## src/rtl/igtv_pkg.sv

```systemverilog
// ----------------------------------------------------------------------------
// igtv_pkg
// Types, codes and character constants shared by the grid text validator.
// ----------------------------------------------------------------------------
package igtv_pkg;

  localparam int CNT_W = 10;
  localparam logic [CNT_W-1:0] MAX_COLUMNS = 10'd1023;

  localparam int IN_DATA_W  = 8;
  localparam int OUT_DATA_W = 24;

  localparam logic [7:0] CH_MINUS   = 8'h2D;
  localparam logic [7:0] CH_PLUS    = 8'h2B;
  localparam logic [7:0] CH_SPACE   = 8'h20;
  localparam logic [7:0] CH_NEWLINE = 8'h0A;
  localparam logic [7:0] CH_ZERO    = 8'h30;
  localparam logic [7:0] CH_NINE    = 8'h39;

  typedef enum logic [1:0] {
    SCAN_START = 2'd0,
    SCAN_SPACE = 2'd1,
    SCAN_SIGN  = 2'd2,
    SCAN_DIGIT = 2'd3
  } scan_t;

  typedef enum logic [1:0] {
    ERR_NONE   = 2'd0,
    ERR_FORMAT = 2'd1,
    ERR_RECT   = 2'd2
  } err_t;

  typedef struct packed {
    scan_t            scan;
    logic [CNT_W-1:0] token_count;
    logic [CNT_W-1:0] first_width;
    logic             width_known;
    err_t             error_code;
  } grid_state_t;

  typedef struct packed {
    err_t             status;
    logic             verdict_ready;
    logic [CNT_W-1:0] line_tokens;
    logic [CNT_W-1:0] row_width;
  } grid_result_t;

  localparam grid_state_t STATE_RESET = '{
    scan:        SCAN_START,
    token_count: '0,
    first_width: '0,
    width_known: 1'b0,
    error_code:  ERR_NONE
  };

endpackage

```

## src/rtl/igtv_scan.sv

```systemverilog
// ----------------------------------------------------------------------------
// igtv_scan
// Next-state and result logic for one text byte or end-of-file request.
// ----------------------------------------------------------------------------
module igtv_scan (
  input  logic [7:0]           text_byte,
  input  logic                 end_of_file,
  input  igtv_pkg::grid_state_t state_cur,
  output igtv_pkg::grid_state_t state_nxt,
  output igtv_pkg::grid_result_t result
);

  igtv_pkg::grid_state_t st;
  logic is_decimal;
  logic is_sign;
  logic is_space;
  logic is_newline;
  logic open_ok;
  logic width_match;

  assign is_decimal = (text_byte >= igtv_pkg::CH_ZERO) && (text_byte <= igtv_pkg::CH_NINE);
  assign is_sign    = (text_byte == igtv_pkg::CH_MINUS) || (text_byte == igtv_pkg::CH_PLUS);
  assign is_space   = (text_byte == igtv_pkg::CH_SPACE);
  assign is_newline = (text_byte == igtv_pkg::CH_NEWLINE);
  assign open_ok    = (state_cur.token_count < igtv_pkg::MAX_COLUMNS);
  assign width_match = (state_cur.token_count == state_cur.first_width);

  always_comb begin
    st = state_cur;
    if (state_cur.error_code == igtv_pkg::ERR_NONE) begin
      if (end_of_file) begin
        if (state_cur.scan == igtv_pkg::SCAN_DIGIT) begin
          if (!state_cur.width_known) begin
            st.first_width = state_cur.token_count;
            st.width_known = 1'b1;
            st.token_count = '0;
            st.scan        = igtv_pkg::SCAN_START;
          end else if (!width_match) begin
            st.error_code = igtv_pkg::ERR_RECT;
          end else begin
            st.token_count = '0;
            st.scan        = igtv_pkg::SCAN_START;
          end
        end else if (state_cur.scan != igtv_pkg::SCAN_START) begin
          st.error_code = igtv_pkg::ERR_FORMAT;
        end
      end else begin
        unique case (state_cur.scan) inside
          igtv_pkg::SCAN_START, igtv_pkg::SCAN_SPACE: begin
            if (is_decimal) begin
              if (open_ok) begin
                st.token_count = state_cur.token_count + 10'd1;
                st.scan        = igtv_pkg::SCAN_DIGIT;
              end else begin
                st.error_code = igtv_pkg::ERR_FORMAT;
              end
            end else if (is_sign) begin
              st.scan = igtv_pkg::SCAN_SIGN;
            end else if (is_space && state_cur.scan == igtv_pkg::SCAN_START) begin
              st.scan = igtv_pkg::SCAN_SPACE;
            end else begin
              st.error_code = igtv_pkg::ERR_FORMAT;
            end
          end
          igtv_pkg::SCAN_SIGN: begin
            if (is_decimal && open_ok) begin
              st.token_count = state_cur.token_count + 10'd1;
              st.scan        = igtv_pkg::SCAN_DIGIT;
            end else begin
              st.error_code = igtv_pkg::ERR_FORMAT;
            end
          end
          igtv_pkg::SCAN_DIGIT: begin
            if (is_decimal) begin
              st.scan = igtv_pkg::SCAN_DIGIT;
            end else if (is_space) begin
              st.scan = igtv_pkg::SCAN_SPACE;
            end else if (is_newline) begin
              if (!state_cur.width_known) begin
                st.first_width = state_cur.token_count;
                st.width_known = 1'b1;
                st.token_count = '0;
                st.scan        = igtv_pkg::SCAN_START;
              end else if (!width_match) begin
                st.error_code = igtv_pkg::ERR_RECT;
              end else begin
                st.token_count = '0;
                st.scan        = igtv_pkg::SCAN_START;
              end
            end else begin
              st.error_code = igtv_pkg::ERR_FORMAT;
            end
          end
          default: st.error_code = igtv_pkg::ERR_FORMAT;
        endcase
      end
    end
  end

  always_comb begin
    result.status        = st.error_code;
    result.verdict_ready = end_of_file;
    result.line_tokens   = st.token_count;
    result.row_width     = st.width_known ? st.first_width : '0;
    state_nxt            = end_of_file ? igtv_pkg::STATE_RESET : st;
  end

endmodule

```

## src/rtl/integer_grid_text_validator.sv

```systemverilog
// ----------------------------------------------------------------------------
// integer_grid_text_validator
// Checks a byte stream for a rectangular grid of signed decimal integers.
// ----------------------------------------------------------------------------
// Pipeline: input register, then result register; the result is registered
//   from the byte in the input register once the output can advance.
//   Throughput: one byte per cycle while out_tready does not stall the output,
//   with a combinational scan state update between the two registers.
// Reset: rst_n synchronous, active low; clears both stages and the scan state
//   to line start with no tokens, no row width and no error.
module integer_grid_text_validator (
  input  logic                            clk,
  input  logic                            rst_n,
  input  logic                            in_tvalid,
  output logic                            in_tready,
  input  logic [igtv_pkg::IN_DATA_W-1:0]  in_tdata,   // [7:0] text_byte
  input  logic                            in_tlast,   // end_of_file
  output logic                            out_tvalid,
  input  logic                            out_tready,
  output logic [igtv_pkg::OUT_DATA_W-1:0] out_tdata,  // [1:0] status, [11:2] line_tokens,
                                                      // [21:12] row_width, [23:22] zero
  output logic                            out_tlast   // verdict_ready
);

  logic                   in_valid_r;
  logic [7:0]             in_byte_r;
  logic                   in_eof_r;
  logic                   out_valid_r;
  logic [igtv_pkg::OUT_DATA_W-1:0] out_data_r;
  logic                   out_last_r;
  logic                   advance;
  logic                   fire;
  igtv_pkg::grid_state_t  state_r;
  igtv_pkg::grid_state_t  state_nxt;
  igtv_pkg::grid_result_t result;

  assign advance   = !out_valid_r || out_tready;
  assign fire      = in_valid_r && advance;
  assign in_tready = !in_valid_r || advance;

  igtv_scan u_scan (
    .text_byte   (in_byte_r),
    .end_of_file (in_eof_r),
    .state_cur   (state_r),
    .state_nxt   (state_nxt),
    .result      (result)
  );

  always_ff @(posedge clk) begin
    if (!rst_n) begin
      in_valid_r  <= 1'b0;
      out_valid_r <= 1'b0;
      state_r     <= igtv_pkg::STATE_RESET;
    end else begin
      if (in_tready) begin
        in_valid_r <= in_tvalid;
      end
      if (advance) begin
        out_valid_r <= in_valid_r;
      end
      if (fire) begin
        state_r <= state_nxt;
      end
    end
  end

  always_ff @(posedge clk) begin
    if (in_tready && in_tvalid) begin
      in_byte_r <= in_tdata;
      in_eof_r  <= in_tlast;
    end
    if (fire) begin
      out_data_r <= {2'b00, result.row_width, result.line_tokens, result.status};
      out_last_r <= result.verdict_ready;
    end
  end

  assign out_tvalid = out_valid_r;
  assign out_tdata  = out_data_r;
  assign out_tlast  = out_last_r;

endmodule
```

## config.mk

```make
export PLATFORM = sky130hd
export DESIGN_NAME = integer_grid_text_validator
export DESIGN_NICKNAME = d
export VERILOG_FILES = /design/src/rtl/igtv_pkg.sv /design/src/rtl/igtv_scan.sv /design/src/rtl/integer_grid_text_validator.sv
export SDC_FILE = /design/constraint.sdc
export NUM_CORES = 1
export LEC_CHECK = 0
export ABC_AREA = 1
export BUFFER_PORTS_ARGS = -buffer_cell sky130_fd_sc_hd__buf_2
export CORE_MARGIN = 3
export CORE_UTILIZATION = 27
export DETAILED_ROUTE_END_ITERATION = 8
export MAX_ROUTING_LAYER = met4
export PLACE_DENSITY = 0.51
export SLEW_MARGIN = 20
export SYNTH_ARGS = -nofsm -noshare
export SYNTH_HDL_FRONTEND = slang
export SYNTH_SLANG_ARGS = --single-unit
```

## constraint.sdc

```tcl
create_clock -name clk -period 4.3 [get_ports clk]
set_input_delay 0.43 -clock clk [delete_from_list [all_inputs] [get_ports clk]]
set_output_delay 0.43 -clock clk [all_outputs]
set_load 0.01 [all_outputs]
```

== Yosys cells after proc, flatten, opt, wreduce, memory -nomap -nowiden ==
Cells that the tools add are included.
Word-level totals
  flip-flop bits (word level): 59
  input port bits: 13
  output and inout port bits: 27
  logic and storage cells: 76
Operators by class
  $add $sub $neg: 1
  order comparisons: 3
  eq/ne operators: 12
  muxes and demuxes: 31
  reduce and logical (&&, ||, !) cells: 17
Operators with widths (count)
  two-way mux 23 bit: 4
  two-way mux 25 bit: 3
  two-way mux 12 bit: 4
  case mux 12 bit (3 select lines): 1
  two-way mux 2 bit: 15
  equality test 8 x 6 -> 1 bit (second input constant): 3
  two-way mux 11 bit: 2
  adder 10 x 1 -> 10 bit (second input constant): 1
  equality test 10 bit: 1
  < comparator 10 bit (second input constant): 1
  two-way mux 10 bit: 1
  inequality test 5 x 2 -> 1 bit (second input constant): 2
  equality test 8 x 4 -> 1 bit (second input constant): 1
  >= comparator 8 x 6 -> 1 bit (second input constant): 1
  <= comparator 8 x 6 -> 1 bit (second input constant): 1
  AND reduction 7 bit: 1
  case mux 2 bit (3 select lines): 1
  logical AND 1 bit: 5
  equality test 2 bit (second input constant): 2
  logical NOT 2 bit: 2
  inequality test 4 bit (second input constant): 1
  nonzero test 2 bit: 2
  nonzero test 4 bit: 1
  logical OR 1 bit: 3
  other kinds (4): 5

== Depth between registers and ports, before layout ==
  depth after elaboration: 10
  gate-level depth with buffers: 13

== By module ==
Synthesis repeated with hierarchy kept, for this count alone.
Unflattened totals
  cell total of the unflattened synthesis: 484
  area, all modules: 3470.8 µm²
Modules (own cells, without submodules)
  integer_grid_text_validator: instances 1, cells an instance 212, area each 2205.9 µm², seq. area each 1501.4 µm²
  igtv_scan: instances 1, cells an instance 272, area each 1265.0 µm², seq. area each 0.0 µm²

== Worst setup path after synthesis ==
OpenSTA, ideal clock, no wires.
  path kind: input -> register
  start point: in out_tready
  end point: reg state_r[23] (netlist bit)
  setup time: 0.070 ns
  arrival: 1.757 ns
  data required time: 4.230 ns
  slack: 2.473 ns
  stages: 10
  path through: inv_1 > nand2_1 > nand2_1 > inv_1 > nand3_1 > nor2_1 > nand2_2 > nor2_2 > nand2_1 > a21oi_1
On the way
  cells in the longest elaborated chain, start to end: 3
Ends and longest elaborated chain
  start: declaration: RTL line integer_grid_text_validator.sv:19  | input logic out_tready,
  logical OR 1 bit: RTL line integer_grid_text_validator.sv:37  | assign advance = !out_valid_r || out_tready;
  logical AND 1 bit: RTL line integer_grid_text_validator.sv:38  | assign fire = in_valid_r && advance;
  via fire: RTL line integer_grid_text_validator.sv:32  | logic fire;
  AND reduction 7 bit (no line)
  end signal: assignment: RTL line integer_grid_text_validator.sv:53  | state_r <= igtv_pkg::STATE_RESET;
  end signal: assignment: RTL line integer_grid_text_validator.sv:62  | state_r <= state_nxt;
  end: declaration: RTL line integer_grid_text_validator.sv:33  | igtv_pkg::grid_state_t state_r;
The timed path passes the listed nets, and every way through them passes these cells.
A chain may end at the register's enable or synchronous reset.

== Worst setup path in the final report ==
  start point: reg state_r[1] (netlist bit)
  end point: reg out_data_r, in the netlist out_tdata[17], data pin
On the way
  cells in the longest elaborated chain, start to end: 2
Ends and longest elaborated chain
  logical NOT 2 bit: RTL line igtv_scan.sv:30  | if (state_cur.error_code == igtv_pkg::ERR_NONE) begin
  two-way mux 25 bit: RTL line igtv_scan.sv:30
  end signal: assignment: RTL line integer_grid_text_validator.sv:73  | out_data_r <= {2'b00, result.row_width, result.line_tokens, result.status};
  end: declaration: RTL line integer_grid_text_validator.sv:29  | logic [igtv_pkg::OUT_DATA_W-1:0] out_data_r;
Every way passes these cells. The select of a mux whose other input is x is not followed.

==> metrics <==
WP data required=4.35 ns; ordered cell list for the critical path=nor2_1 > inv_2 > nor2_2 > nand2_1 > nand2_1 > o21ai_1 > inv_1 > nor2_1; first-pass GRT wire length=13800 um; startpoint types=flop; DRC errors left=0; post-cts resize count=0; crit-path max FO=20; gpl congestion=0.888; setup_tns=0 ns; clock transition at the registers of the reported paths=0.06 ns; wire length per cell=13.6 um; setup ws final=1.89 ns; GR Util All Layers=13.5%; status=finished clean; final net count=478; Cells after Synth=427; Row Count=39; root buf cell=clkbuf_16; Final Hold Viols=0; Post-CTS Setup Inserts=0; First DRT Iteration DRCs=185; Worst slew margin=37.8%; sequential area share after synthesis=45.6%; cts bufs inserted=9; ANT nets after route=0; Cell Count, Final, Fillers Out=612; Crit-path slowest cell=nor2_1; # hold bufs at CTS=0; crit path time final=2.41 ns; Synth warnings=0; Vias=2915; critical path class=reg -> reg; Distinct cells, synth=47; Vias/cell=4.76; crit end category=flop; syn avg cell area=7.71 um^2; CTS Buffer Depth=2; remaining global-route overflow=0; placed insts=596; Final Power=1.45 mW; first drt pass iteration count=5; Port Buffers=37; Die Y=116 um; dpl hpwl=5770 um; max_cap viols=0; Die W=116 um; H-tree level count=3; clk sinks=59; CP arrival=2.46 ns; core area=11700 um^2; largest net degree at the start of global routing=25; Skew-Pair Late Insertion Delay=0.33 ns; share of layout cells above drive strength 1=20.9%; ant diodes=0; final WL=8310 um; starting density of the core=28.2%; Post-Syn Area=3290 um^2; Final Setup Violations=0; CTS tree=yes; worst-margin pin slew=0.932 ns; final period utilization=56.1%; Fin Clk Skew=0.0112 ns; Die Area=13600 um^2; initial antenna violation count=0; HP Class=in -> reg; pre-CTS WS=1.90 ns; Max Freq=415 MHz; area grow syn2layout=19.2%; max-slew violation count=0; IO Pins=40; RSZ-0062 raised after global routing=false; number of global-route vias before repair=2775; Cell Pwr Density=369 nW/um^2; LEAKAGE=1.46 nW; crit-path max cell delay=0.63 ns; flops & latches, synth=59; maximum vdd ir drop=0.170 mV
metrics by stage:
step	hold WS, ns	area [um^2]	utilization (%)
after global placement	0.489	3610	31.0
after CTS	0.262	3920	33.6
after floorplan	0.471	3300	-
final	0.274	3920	33.6
after detailed placement	0.491	3610	31.0
after global routing	0.269	3920	33.6
path summary, 6_finish.rpt:
path | end | slack, ns | cells past startpoint | from
max | out_tdata[17] | 1.89 | 8 | state_r[1]
min | in_byte_r[7] | 0.27 | 1 | in_tdata[7]
max reg2reg | out_tdata[17] | 1.89 | 8 | state_r[1]
min reg2reg | state_r[12] | 0.50 | 2 | state_r[12]
power by group:
group	internal, mW	leakage (nW)	switching (mW)
combinational	0.0215	0.794	0.0529
sequential	0.612	0.520	0.00823
clock	0.505	0.150	0.249
layout by cell type, fill, tap and decap left out, types with 9 or more instances in the layout:
master and n:
inv_2 14, buf_2 37, o21ai_1 15, inv_1 37
a21oi_1 28, clkbuf_16 9, nand2_1 133, dfxtp_1 27
nor2_1 28, edfxtp_1 32, nand3_1 24, o21ai_0 14
sequential cells by signal, indices dropped and copies added (netlist names):
| signal | count |
|---|---|
| in_byte_r | 8 |
| in_eof_r | 1 |
| in_valid_r | 1 |
| out_tdata | 22 |
| out_tlast | 1 |
| out_tvalid | 1 |
| state_r | 25 |
kinds of logic after synthesis:
group,Yosys count,share of synthesized area [%]
other,1,0.114
buffers and inverters,67,8.06
AOI/OAI and AO/OA,77,14.3
adders and majority gates,1,0.380
muxes,1,0.304
DFF,59,45.6
and+or+nand+nor,218,30.4
xor gates and xnor gates,3,0.798
metal layers:
metal / routed length (um) / global-route usage (%) / share of wire [%] / up-vias
li1: - / - / - / 1473
met1: 4010 / 17.8 / 48 / 1318
met2: 3690 / 20.4 / 44 / 107
met3: 452 / 3.16 / 5.4 / 17
met4: 162 / 4.64 / 1.9 / 0
met5: 0 / - / 0 / -
cell usage after synthesis (all sizes together):
cell type  number  area [um^2]
a21boi          4         37.5
a21oi          31          174
buf             8         43.8
dfxtp          27          541
o22ai           2         18.8
nand3          28          168
clkinv          1         3.75
and2            2         12.5
conb            1         3.75
nand2         142          561
nor2           34          161
inv            51          191
edfxtp         32          961
mux2i           1         10.0
nor3b           1         7.51
nor3            4         20.0
xor2            3         26.3
o21ai          30          154
a21o            1         7.51
ha              1         12.5
nand4           5         52.6
or2             1         6.26
nor4            1         12.5
o211ai          1         7.51
clkbuf          7         26.3
o21bai          1         18.8
o31ai           5         37.5
a211oi          1         7.51
o41ai           1         8.76
layout make-up:
class,count,area (um^2)
fillers,1239,7740
inverters,52,195
multi-input cells,302,1530
flip-flops and latches,59,1500
well taps,143,179
repair buffers,40,208
clock buffers,11,233
clock inverters,5,77.6
critical path, delay by kind of cell (launching register included):
family / cells / cell delay [ns]
AO/OA/AOI/OAI: 1 / 0.10
AND/OR/NAND/NOR: 5 / 1.46
flip-flops: 1 / 0.32
buffers and inverters: 2 / 0.25
No activity file was read; power rests on OpenSTA's default activity.
